File: src/rtl/core/vwd_pkg.sv
`default_nettype none
package vwd_pkg;

  typedef enum logic [1:0] {
    OP_VERTEX = 2'd0,
    OP_FACE   = 2'd1,
    OP_CLEAR  = 2'd2,
    OP_NONE   = 2'd3
  } op_t;

  typedef enum logic [1:0] {
    ST_OK     = 2'd0,
    ST_FULL   = 2'd1,
    ST_UNSEEN = 2'd2,
    ST_RSVD   = 2'd3
  } status_t;

  localparam logic [31:0] PRIME_X = 32'd73856093;
  localparam logic [31:0] PRIME_Y = 32'd19349663;
  localparam logic [31:0] PRIME_Z = 32'd83492791;

  typedef enum logic [1:0] {
    F_IDLE,
    F_CALC,
    F_PUSH
  } front_state_t;

  typedef enum logic [2:0] {
    B_IDLE,
    B_CLR,
    B_PROBE,
    B_CMP,
    B_FACE,
    B_OUT
  } back_state_t;

  typedef struct packed {
    op_t         op;
    logic [31:0] kx;
    logic [31:0] ky;
    logic [31:0] kz;
    logic [31:0] hash;
    logic [11:0] ca;
    logic [11:0] cb;
    logic [11:0] cc;
  } work_t;

  typedef struct packed {
    op_t         kind;
    logic [11:0] new_index;
    logic        is_new;
    logic [11:0] face_a;
    logic [11:0] face_b;
    logic [11:0] face_c;
    logic        face_kept;
    status_t     status;
  } result_t;

endpackage
`default_nettype wire

File: src/rtl/core/vwd_queue.sv
`default_nettype none
module vwd_queue import vwd_pkg::*; (
  input  wire logic  clk,
  input  wire logic  rst_n,
  input  wire logic  push,
  input  wire work_t push_data,
  output logic       full,
  input  wire logic  pop,
  output work_t      pop_data,
  output logic       empty
);

  work_t       mem_r [2];
  logic        wr_ptr_r, rd_ptr_r;
  logic [1:0]  count_r;

  assign full     = (count_r == 2'd2);
  assign empty    = (count_r == 2'd0);
  assign pop_data = mem_r[rd_ptr_r];

  always_ff @(posedge clk) begin
    if (!rst_n) begin
      wr_ptr_r <= 1'b0;
      rd_ptr_r <= 1'b0;
      count_r  <= 2'd0;
    end else begin
      if (push && !full) wr_ptr_r <= ~wr_ptr_r;
      if (pop && !empty) rd_ptr_r <= ~rd_ptr_r;
      count_r <= count_r + {1'b0, push && !full} - {1'b0, pop && !empty};
    end
  end

  always_ff @(posedge clk) begin
    if (push && !full) mem_r[wr_ptr_r] <= push_data;
  end

endmodule
`default_nettype wire

File: config.mk
export PLATFORM = sky130hd
export DESIGN_NAME = vwd_queue
export DESIGN_NICKNAME = d
export VERILOG_FILES = /design/src/rtl/core/vwd_pkg.sv /design/src/rtl/core/vwd_queue.sv
export SDC_FILE = /design/constraint.sdc
export NUM_CORES = 1
export LEC_CHECK = 0
export BUFFER_PORTS_ARGS = -buffer_cell sky130_fd_sc_hd__buf_2
export CORE_AREA = 2 2 245 150
export CTS_CLUSTER_DIAMETER = 40
export DETAILED_ROUTE_END_ITERATION = 16
export DIE_AREA = 0 0 247 152
export PLACE_DENSITY = 0.64
export SETUP_SLACK_MARGIN = 0.2
export SLEW_MARGIN = 20
export SYNTH_ARGS = -nofsm -noshare
export SYNTH_HDL_FRONTEND = slang
export SYNTH_SLANG_ARGS = --single-unit
File: constraint.sdc
create_clock -name clk -period 13.4 [get_ports clk]
set_clock_uncertainty 0.15 [all_clocks]
set_input_delay 2.68 -clock clk [delete_from_list [all_inputs] [get_ports clk]]
set_output_delay 2.68 -clock clk [all_outputs]
set_load 0.005 [all_outputs]
==> run metrics <==
outcome finished, final reports clean; HP Class reg2reg; top area cells in the synthesized netlist edfxtp_1, mux2_2, buf_6, dfxtp_1, ha_1; biggest area consumer among synthesized cells edfxtp_1; Setup-failing EPs final 0; worst hold margin 361 ps; met2 usage 0.205; Worst Setup End Kind primary output; layout cell share with drive strength beyond 1 0.609; Post-synth top flop edfxtp_1; Skew-Pair Late Insertion Delay 510 ps; Req. time, crit path 10,570 ps; DIE WIDTH 247 um; first-pass GRT wire length 38.2 mm; Root Driver clkbuf_16; die area 37,500 um2; Net Switching 796 uW; postcts setup bufs 0; area share of the largest cell type after synthesis 0.813; switch share 0.258; DR WL/cell 18.4 um; Max Root-Sink Buffers 3; arrival time worst endpoint 2670 ps; # IOs 338; Port Buffers 337; Worst path slowest cell dfxtp_4; crit path max fanout 61; core area 35,600 um2; FF+latch count, synth 337; DR vias 6,229; Synth warnings 0; synthesized area 12,300 um2; fraction of registers with async set/reset 0; Fillers 3,168; CTS Hold Buffers Added 0; dominant cell by count in the synthesized netlist edfxtp_1; crit path cell chain buf_4 > mux2_2 > buf_2; H-tree levels 2; pwr/cell area 198 nW/um2; DR DRC count 0; Worst-Margin Slew 1180 ps; Tmin final 5500 ps; post-place setup slack 8410 ps; fmax 182 MHz; total gr overflow 0; cts bufs inserted 38; TritonCTS clock tree built; RSZ-0062 raised after global routing no; Post-synth top cells edfxtp_1, mux2_2, buf_6, dfxtp_1, nor2_1; Leakage Power 0.00577 uW; RePlAce Congestion 0.763; Crit path largest cell delay 740 ps; vias in the first global route 6,529; Post-Synthesis Net Count 715; setup ws final 7900 ps; Tot GR Track Use 0.134; Max Slew Vio Count 0; register area share after synthesis 0.822; GR peak layer met2; clk slew on worst S/H paths 60 ps; Initial Util 0.344; CTS sink count 337; # resized after CTS 0; sequential power share 0.459; crit path kind reg2out; P&R area growth vs syn 27.6%; EDFF count, synth 332; routed wire length 25.9 mm; met1 Use GR 0.172; P_int 2290 uW; final core occ 0.439; NumNets Final 1,079; Avg Inst Size Synth 22.6 um2; hpwl dp 17.1 mm; row cnt 54; clock power share 0.324; startpoint class of the critical path flip-flop; pin count of the biggest net entering global routing 167; router iterations before antenna repair 4; synth unique cells 18; cell count after placement 1,343; initial antenna violation count 5; post-route insts no fill 1,410; Antenna Nets Post-Route 0; fraction of the cycle the final worst path needs 0.411; TNS Setup 0 ps; die extent in y 152 um; post-synthesis cell count 543; max cap viols 0; met3 Track Usage GR 0.0586; Slew HR 0.215; Final Hold Fails 0; Peak VDD IR 0.130 mV; drt via density 4.42; Comb pwr share 0.216; number of DRC markers in iteration 0 255
[area by class of cell]
cell class                      count  area [um2]  share of cell area
Multi-Input combinational cell    185        2000               0.128
Clock inverter                     19         213              0.0136
Sequential cell                   337       10100               0.644
Inverter                            3        11.3            0.000720
Timing Repair Buffer              342        1740               0.111
Tap cell                          476         596              0.0381
Antenna cell                        2        5.00            0.000320
Clock buffer                       46        1000              0.0641
[cells by family after synthesis]
group                    after synthesis  share of synthesized area
AO/OA/AOI/OAI                          1                   0.000613
XOR/XNOR                               2                    0.00143
adder cells (fa/ha/maj)                2                    0.00204
buffers and inverters                 21                     0.0158
flip-flops                           337                      0.822
multiplexers                         167                      0.153
AND/OR/NAND/NOR                       13                    0.00510
[power by group through the flow]
stage | clock network [uW] | logic (uW) | registers (uW)
floorplan | 0 | 424 | 1450
global placement | 0 | 676 | 1440
detailed placement | 0 | 678 | 1440
CTS | 1030 | 683 | 1420
global route | 1070 | 733 | 1440
finish | 1000 | 669 | 1420
[worst max-delay path: cells and delay by family, from the launching register on]
kind,cells,cell delay [ps]
buffers and inverters,2,860
flip-flops,1,740
multiplexers,1,420
[placed cells by master (no fill, tap or decap)]
cell / instances
clkbuf_1: 7
clkinvlp_4: 4
clkinv_8: 1
buf_12: 1
nor2_4: 1
nor2_1: 4
buf_4: 4
and3_4: 1
and2_1: 2
xor2_1: 1
clkbuf_16: 39
diode_2: 2
nor3_1: 1
clkinv_1: 1
inv_6: 5
mux2i_1: 1
o21a_1: 1
dfxtp_1: 4
xnor2_1: 1
nand2_1: 2
mux2_2: 166
buf_2: 337
nand2b_1: 2
bufinv_16: 3
ha_1: 2
dfxtp_4: 1
inv_1: 3
clkinv_4: 1
edfxtp_1: 332
clkinv_2: 4
[path summary, 6_finish.rpt]
| kind | start | to | slack (ps) | cells past startpoint |
|---|---|---|---|---|
| hold / removal | rd_ptr_r | flip-flop | 360 | 2 |
| setup / recovery | flip-flop | pop_data[100] | 7900 | 3 |
| setup reg to reg | count_r[0] | mem_r[1][121] | 10850 | 3 |
| hold reg to reg | rd_ptr_r | flip-flop | 360 | 2 |
[registers in the layout, summed over array words and instances (netlist names), named ones only]
register	flops
mem_r	332
wr_ptr_r	1
count_r	2
rd_ptr_r	1
[per-stage QoR]
step | power, uW | instance area (um2)
detailed placement | 2120 | 14400
floorplan | 1870 | 12300
CTS | 3140 | 15600
global placement | 2120 | 14400
finish | 3090 | 15600
global route | 3240 | 15600
[routing by layer]
layer  wire length, um  part of all wire
met3              2630              0.10
met5                13           0.00050
met1             11200              0.43
met4               528             0.020
met2             11500              0.45
Power figures use the tool's default switching activity.
