==> src/rtl/core/vwd_pkg.sv <==
`default_nettype none
package vwd_pkg;

  typedef enum logic [1:0] {
    OP_VERTEX = 2'd0,
    OP_FACE   = 2'd1,
    OP_CLEAR  = 2'd2,
    OP_NONE   = 2'd3
  } op_t;

  typedef enum logic [1:0] {
    ST_OK     = 2'd0,
    ST_FULL   = 2'd1,
    ST_UNSEEN = 2'd2,
    ST_RSVD   = 2'd3
  } status_t;

  localparam logic [31:0] PRIME_X = 32'd73856093;
  localparam logic [31:0] PRIME_Y = 32'd19349663;
  localparam logic [31:0] PRIME_Z = 32'd83492791;

  typedef enum logic [1:0] {
    F_IDLE,
    F_CALC,
    F_PUSH
  } front_state_t;

  typedef enum logic [2:0] {
    B_IDLE,
    B_CLR,
    B_PROBE,
    B_CMP,
    B_FACE,
    B_OUT
  } back_state_t;

  typedef struct packed {
    op_t         op;
    logic [31:0] kx;
    logic [31:0] ky;
    logic [31:0] kz;
    logic [31:0] hash;
    logic [11:0] ca;
    logic [11:0] cb;
    logic [11:0] cc;
  } work_t;

  typedef struct packed {
    op_t         kind;
    logic [11:0] new_index;
    logic        is_new;
    logic [11:0] face_a;
    logic [11:0] face_b;
    logic [11:0] face_c;
    logic        face_kept;
    status_t     status;
  } result_t;

endpackage
`default_nettype wire

==> src/rtl/core/vwd_front.sv <==
`default_nettype none
module vwd_front import vwd_pkg::*; (
  input  wire logic               clk,
  input  wire logic               rst_n,
  input  wire logic               in_push,
  output logic                    in_full,
  input  wire logic        [1:0]  op,
  input  wire logic signed [31:0] pos_x,
  input  wire logic signed [31:0] pos_y,
  input  wire logic signed [31:0] pos_z,
  input  wire logic        [11:0] corner_a,
  input  wire logic        [11:0] corner_b,
  input  wire logic        [11:0] corner_c,
  input  wire logic        [31:0] inv_eps,
  input  wire logic               q_full,
  output logic                    q_push,
  output work_t                   q_data
);

  front_state_t state_r, state_nxt;
  logic [2:0]   step_r, step_nxt;
  op_t          op_r;
  logic [31:0]  px_r, py_r, pz_r;
  logic [11:0]  ca_r, cb_r, cc_r;
  logic [63:0]  prod_r, prod_nxt;
  logic [31:0]  kx_r, ky_r, kz_r, hash_r;
  logic [31:0]  kx_nxt, ky_nxt, kz_nxt, hash_nxt;
  logic [31:0]  mul_a, mul_b, key_src;
  logic         accept;

  function automatic logic [31:0] magnitude(input logic [31:0] p);
    magnitude = p[31] ? (~p + 32'd1) : p;
  endfunction

  // round half away from zero on the Q32.32 product, then saturate
  function automatic logic [31:0] grid_key(input logic [63:0] prod, input logic neg);
    logic [33:0] sum;
    logic [32:0] q;
    sum = {1'b0, prod[63:31]} + 34'd1;
    q   = sum[33:1];
    if (neg) begin
      if (q > 33'h1_0000_0000 >> 1) q = 33'h0_8000_0000;
      grid_key = ~q[31:0] + 32'd1;
    end else begin
      if (q > 33'h0_7FFF_FFFF) q = 33'h0_7FFF_FFFF;
      grid_key = q[31:0];
    end
  endfunction

  assign in_full = (state_r != F_IDLE);
  assign accept  = in_push && !in_full;

  always_comb begin
    case (step_r)
      3'd0:    begin mul_a = magnitude(px_r); mul_b = inv_eps; end
      3'd1:    begin mul_a = magnitude(py_r); mul_b = inv_eps; end
      3'd2:    begin mul_a = magnitude(pz_r); mul_b = inv_eps; end
      3'd3:    begin mul_a = kx_r;            mul_b = PRIME_X; end
      3'd4:    begin mul_a = ky_r;            mul_b = PRIME_Y; end
      3'd5:    begin mul_a = kz_r;            mul_b = PRIME_Z; end
      default: begin mul_a = '0;              mul_b = '0;      end
    endcase
    case (step_r)
      3'd1:    key_src = px_r;
      3'd2:    key_src = py_r;
      default: key_src = pz_r;
    endcase
  end

  always_comb begin
    state_nxt = state_r;
    step_nxt  = step_r;
    prod_nxt  = prod_r;
    kx_nxt    = kx_r;
    ky_nxt    = ky_r;
    kz_nxt    = kz_r;
    hash_nxt  = hash_r;
    q_push    = 1'b0;
    case (state_r)
      F_IDLE: begin
        if (accept) begin
          step_nxt = 3'd0;
          if (op_t'(op) == OP_VERTEX && inv_eps != 32'd0) begin
            state_nxt = F_CALC;
          end else if (op_t'(op) != OP_NONE) begin
            state_nxt = F_PUSH;
          end
        end
      end
      F_CALC: begin
        prod_nxt = mul_a * mul_b;
        step_nxt = step_r + 3'd1;
        case (step_r)
          3'd1:    kx_nxt   = grid_key(prod_r, key_src[31]);
          3'd2:    ky_nxt   = grid_key(prod_r, key_src[31]);
          3'd3:    kz_nxt   = grid_key(prod_r, key_src[31]);
          3'd4:    hash_nxt = prod_r[31:0];
          3'd5:    hash_nxt = hash_r ^ prod_r[31:0];
          3'd6:    begin
            hash_nxt  = hash_r ^ prod_r[31:0];
            state_nxt = F_PUSH;
          end
          default: ;
        endcase
      end
      F_PUSH: begin
        if (!q_full) begin
          q_push    = 1'b1;
          state_nxt = F_IDLE;
        end
      end
      default: state_nxt = F_IDLE;
    endcase
  end

  always_comb begin
    q_data      = '0;
    q_data.op   = op_r;
    q_data.kx   = kx_r;
    q_data.ky   = ky_r;
    q_data.kz   = kz_r;
    q_data.hash = hash_r;
    q_data.ca   = ca_r;
    q_data.cb   = cb_r;
    q_data.cc   = cc_r;
  end

  always_ff @(posedge clk) begin
    if (!rst_n) begin
      state_r <= F_IDLE;
      step_r  <= 3'd0;
    end else begin
      state_r <= state_nxt;
      step_r  <= step_nxt;
    end
  end

  always_ff @(posedge clk) begin
    if (accept) begin
      op_r <= op_t'(op);
      px_r <= pos_x;
      py_r <= pos_y;
      pz_r <= pos_z;
      ca_r <= corner_a;
      cb_r <= corner_b;
      cc_r <= corner_c;
    end
    prod_r <= prod_nxt;
    kx_r   <= kx_nxt;
    ky_r   <= ky_nxt;
    kz_r   <= kz_nxt;
    hash_r <= hash_nxt;
  end

endmodule
`default_nettype wire

==> config.mk <==
export PLATFORM = sky130hd
export DESIGN_NAME = vwd_front
export DESIGN_NICKNAME = d
export VERILOG_FILES = /design/src/rtl/core/vwd_pkg.sv /design/src/rtl/core/vwd_front.sv
export SDC_FILE = /design/constraint.sdc
export NUM_CORES = 2
export LEC_CHECK = 0
export BUFFER_PORTS_ARGS = -buffer_cell sky130_fd_sc_hd__buf_2
export CORE_UTILIZATION = 60
export DETAILED_ROUTE_END_ITERATION = 8
export HOLD_SLACK_MARGIN = 0.05
export PLACE_DENSITY = 0.79
export SETUP_SLACK_MARGIN = 0.3
export SKIP_CTS_REPAIR_TIMING = 1
export SLEW_MARGIN = 15
export SYNTH_ARGS = -nofsm -noshare
export SYNTH_HDL_FRONTEND = slang
export SYNTH_SLANG_ARGS = --single-unit
==> constraint.sdc <==
create_clock -name clk -period 15.4 [get_ports clk]
set_input_delay 2.31 -clock clk [delete_from_list [all_inputs] [get_ports clk]]
set_output_delay 2.31 -clock clk [all_outputs]
set_load 0.1 [all_outputs]
==> results_dict.tcl <==
set metrics [dict create \
    status "completed" \
    fp.coreArea_um2 80400 \
    layout.cells.most_common_list "inv_1, fa_1, nand2_1" \
    final_antenna_net_count 0 \
    final-hold-violation-count 0 \
    numClockSinks 331 \
    setup.worst_path.class "reg -> reg" \
    wl_per_cell_um 26.1 \
    hold_path_end "hash_r[19]$_DFFE_PP_" \
    initialDrtViolationCount 4912 \
    htree_levels 2 \
    cts_buffers 34 \
    critPathSlowestCell "o211a_1" \
    fin_nets 6722 \
    worstPathRequired_ns 15.67 \
    hold_path_startpoint "prod_r[19]$_DFFE_PP_" \
    layout.filler_cells 6368 \
    post_synthesis_area_per_instance_um2 9.42 \
    report.final.slew_viol_count 0 \
    launch_point_of_the_worst_reg_to_reg_path "px_r[5]$_DFFE_PP_" \
    ff2ff_path_depth 31 \
    critical_path.max_fanout 17 \
    max_cap_violations 0 \
    worst_clock_skew_ns 0.0238 \
    hold_path_depth 1 \
    hold_path_class "reg -> reg" \
    synthCells 5171 \
    clock_tree_from_tritoncts "yes" \
    critPathMaxStageDelay_ns 0.89 \
    async_flop_share 0 \
    ys_types 86 \
    gp_congestion 1.06 \
    ys.flop_type "edfxtp_1" \
    warning_count_from_the_yosys_run 0 \
    antenna_found_initial 13 \
    numPortBuffers 337 \
    mappedNetlistArea_um2 48700 \
    timing_worst_slew_pin_value_ns 1.35 \
    first_global_vias 41300 \
    setup_violations 0 \
    crit_path_start_kind "flip-flop" \
    setup-tns-final_ns 0 \
    layout_worst_path_cycle_share 0.786 \
    routed_via_density 6.21 \
    synth-seq-area-share 0.203 \
    routed-via-count 40200 \
    clk_root_buffer_cell "clkbuf_16" \
    drt-total-wl_um 169000 \
    r2r_setup_slack_ns 3.30 \
    synth.net_count 6510 \
    grt_usage 0.420 \
    overflow 0 \
    final-seq-area_um2 9890 \
    layout.cells.most_common "inv_1" \
    cts.reportedPaths.clkPinSlew_ns 0.07 \
    die_y_um 287 \
    floorplan.initialDensity 0.606 \
    drt-pass1-iter-count 8 \
    areaGrowthSynthToFinish_pct 8.63 \
    total_die_area_um2 82400 \
    rsz0062_at_grt "false" \
    type_of_element_capturing_the_critical_path "flip-flop" \
    seq_cells_post_synth 331 \
    crit_arrival_ns 12.37 \
    fp.dieW_um 287 \
    ioPinCount 338 \
    fmax_mhz 82.7 \
    first_pass_grt_wire_length_um 253000 \
    multi_input_area_um2 34400 \
    post_route_cells_drive_above_1_share 0.110 \
    period_minus_slack_ns 12.10 \
    finish.utilization 0.658 \
    place.detailed.hpwl_um 130000 \
    synth_edf_count 326 \
    cts-root-to-sink-buffers 3 \
    std_cell_rows 104 \
    drc 0 \
    grt_start_max_net_pins 78 \
    cell_repeated_most_along_the_worst_path "fa_1" \
    critical_path.reg2reg.endpoint "prod_r[63]$_DFFE_PP_" \
    worst_skew_pair_latency_ns 0.54 \
    worst_slew_margin_rel 0.0979 \
]
[metrics by stage]
stage / worst slack, ns / cell area, µm² / instances / hold slack [ns]
finish: 3.30 / 52900 / 6479 / 0.545
global route: 2.94 / 52900 / 6473 / 0.575
CTS: 3.59 / 52900 / 6469 / 0.549
detailed placement: 3.63 / 51800 / 6407 / 0.536
global placement: 3.81 / 51800 / 6407 / 0.532
floorplan: 5.54 / 48700 / 5171 / 0.527
[flip-flops by register name, summed over array words and instances, names as in the netlist]
| name | flops |
|---|---|
| prod_r | 64 |
| hash_r | 32 |
| kx_r | 32 |
| ky_r | 32 |
| kz_r | 32 |
| px_r | 32 |
| py_r | 32 |
| pz_r | 32 |
| ca_r | 12 |
| cb_r | 12 |
| cc_r | 12 |
| step_r | 3 |
| op_r | 2 |
| state_r | 2 |
[cells in the mapped netlist (32+ instances only)]
library cell	count	share of area
a21o_1	57	0.0088
a21oi_1	136	0.014
and2_1	39	0.0050
clkbuf_1	212	0.016
edfxtp_1	326	0.20
fa_1	896	0.37
ha_1	273	0.070
inv_1	975	0.075
nand2_1	675	0.052
nand3_1	51	0.0052
nor2_1	646	0.050
nor3_1	36	0.0037
o21ai_0	113	0.012
o31ai_1	32	0.0049
or3_1	32	0.0041
xnor2_1	98	0.018
xor2_1	114	0.020
[worst max-delay path by stage]
stage | slack (ns) | from | end
finish | 3.30 | px_r[5]$_DFFE_PP_ | prod_r[63]$_DFFE_PP_
CTS | 3.59 | py_r[10]$_DFFE_PP_ | prod_r[63]$_DFFE_PP_
global route | 2.94 | py_r[10]$_DFFE_PP_ | prod_r[63]$_DFFE_PP_
detailed placement | 3.63 | py_r[10]$_DFFE_PP_ | prod_r[63]$_DFFE_PP_
global placement | 3.81 | py_r[10]$_DFFE_PP_ | prod_r[63]$_DFFE_PP_
floorplan | 5.54 | px_r[5]$_DFFE_PP_ | prod_r[63]$_DFFE_PP_
[critical path, delay by kind of cell, from the launching register on]
| kind | cells | cell delay, ns |
|---|---|---|
| AO/OA/AOI/OAI | 8 | 2.98 |
| XOR/XNOR | 2 | 0.31 |
| adder cells (fa/ha/maj) | 9 | 4.51 |
| buffers and inverters | 2 | 0.12 |
| flip-flops | 1 | 0.45 |
| AND/OR/NAND/NOR | 10 | 3.41 |
[layer usage]
metal / track usage / share of wire
met5: 0 / 0.00041
met1: 0.526 / 0.35
met2: 0.653 / 0.45
met4: 0.210 / 0.066
met3: 0.140 / 0.14
[final cells by class]
type                       instances  area share
inverter                         975      0.0691
antenna                           10    0.000473
sequential                       331       0.187
clock buffer                      41      0.0170
timing repair buffer             439      0.0463
multi-input combinational       3602       0.651
clock inverter                    21     0.00449
tap                             1060      0.0251
[kinds of logic (layout without fill, tap and decap cells)]
group / count (synthesis) / in the layout / synth area share
adder cells (fa/ha/maj): 1169 / 1169 / 0.438
AND/OR/NAND/NOR: 1671 / 1671 / 0.148
flip-flops: 331 / 331 / 0.203
buffers and inverters: 1238 / 1476 / 0.0971
XOR/XNOR: 212 / 212 / 0.0381
AO/OA/AOI/OAI: 535 / 535 / 0.0723
other: 0 / 10 / 0
multiplexers: 15 / 15 / 0.00316
Power is not shown: default switching activity piles up to over one toggle a cycle in this logic, so the estimate is an artifact.
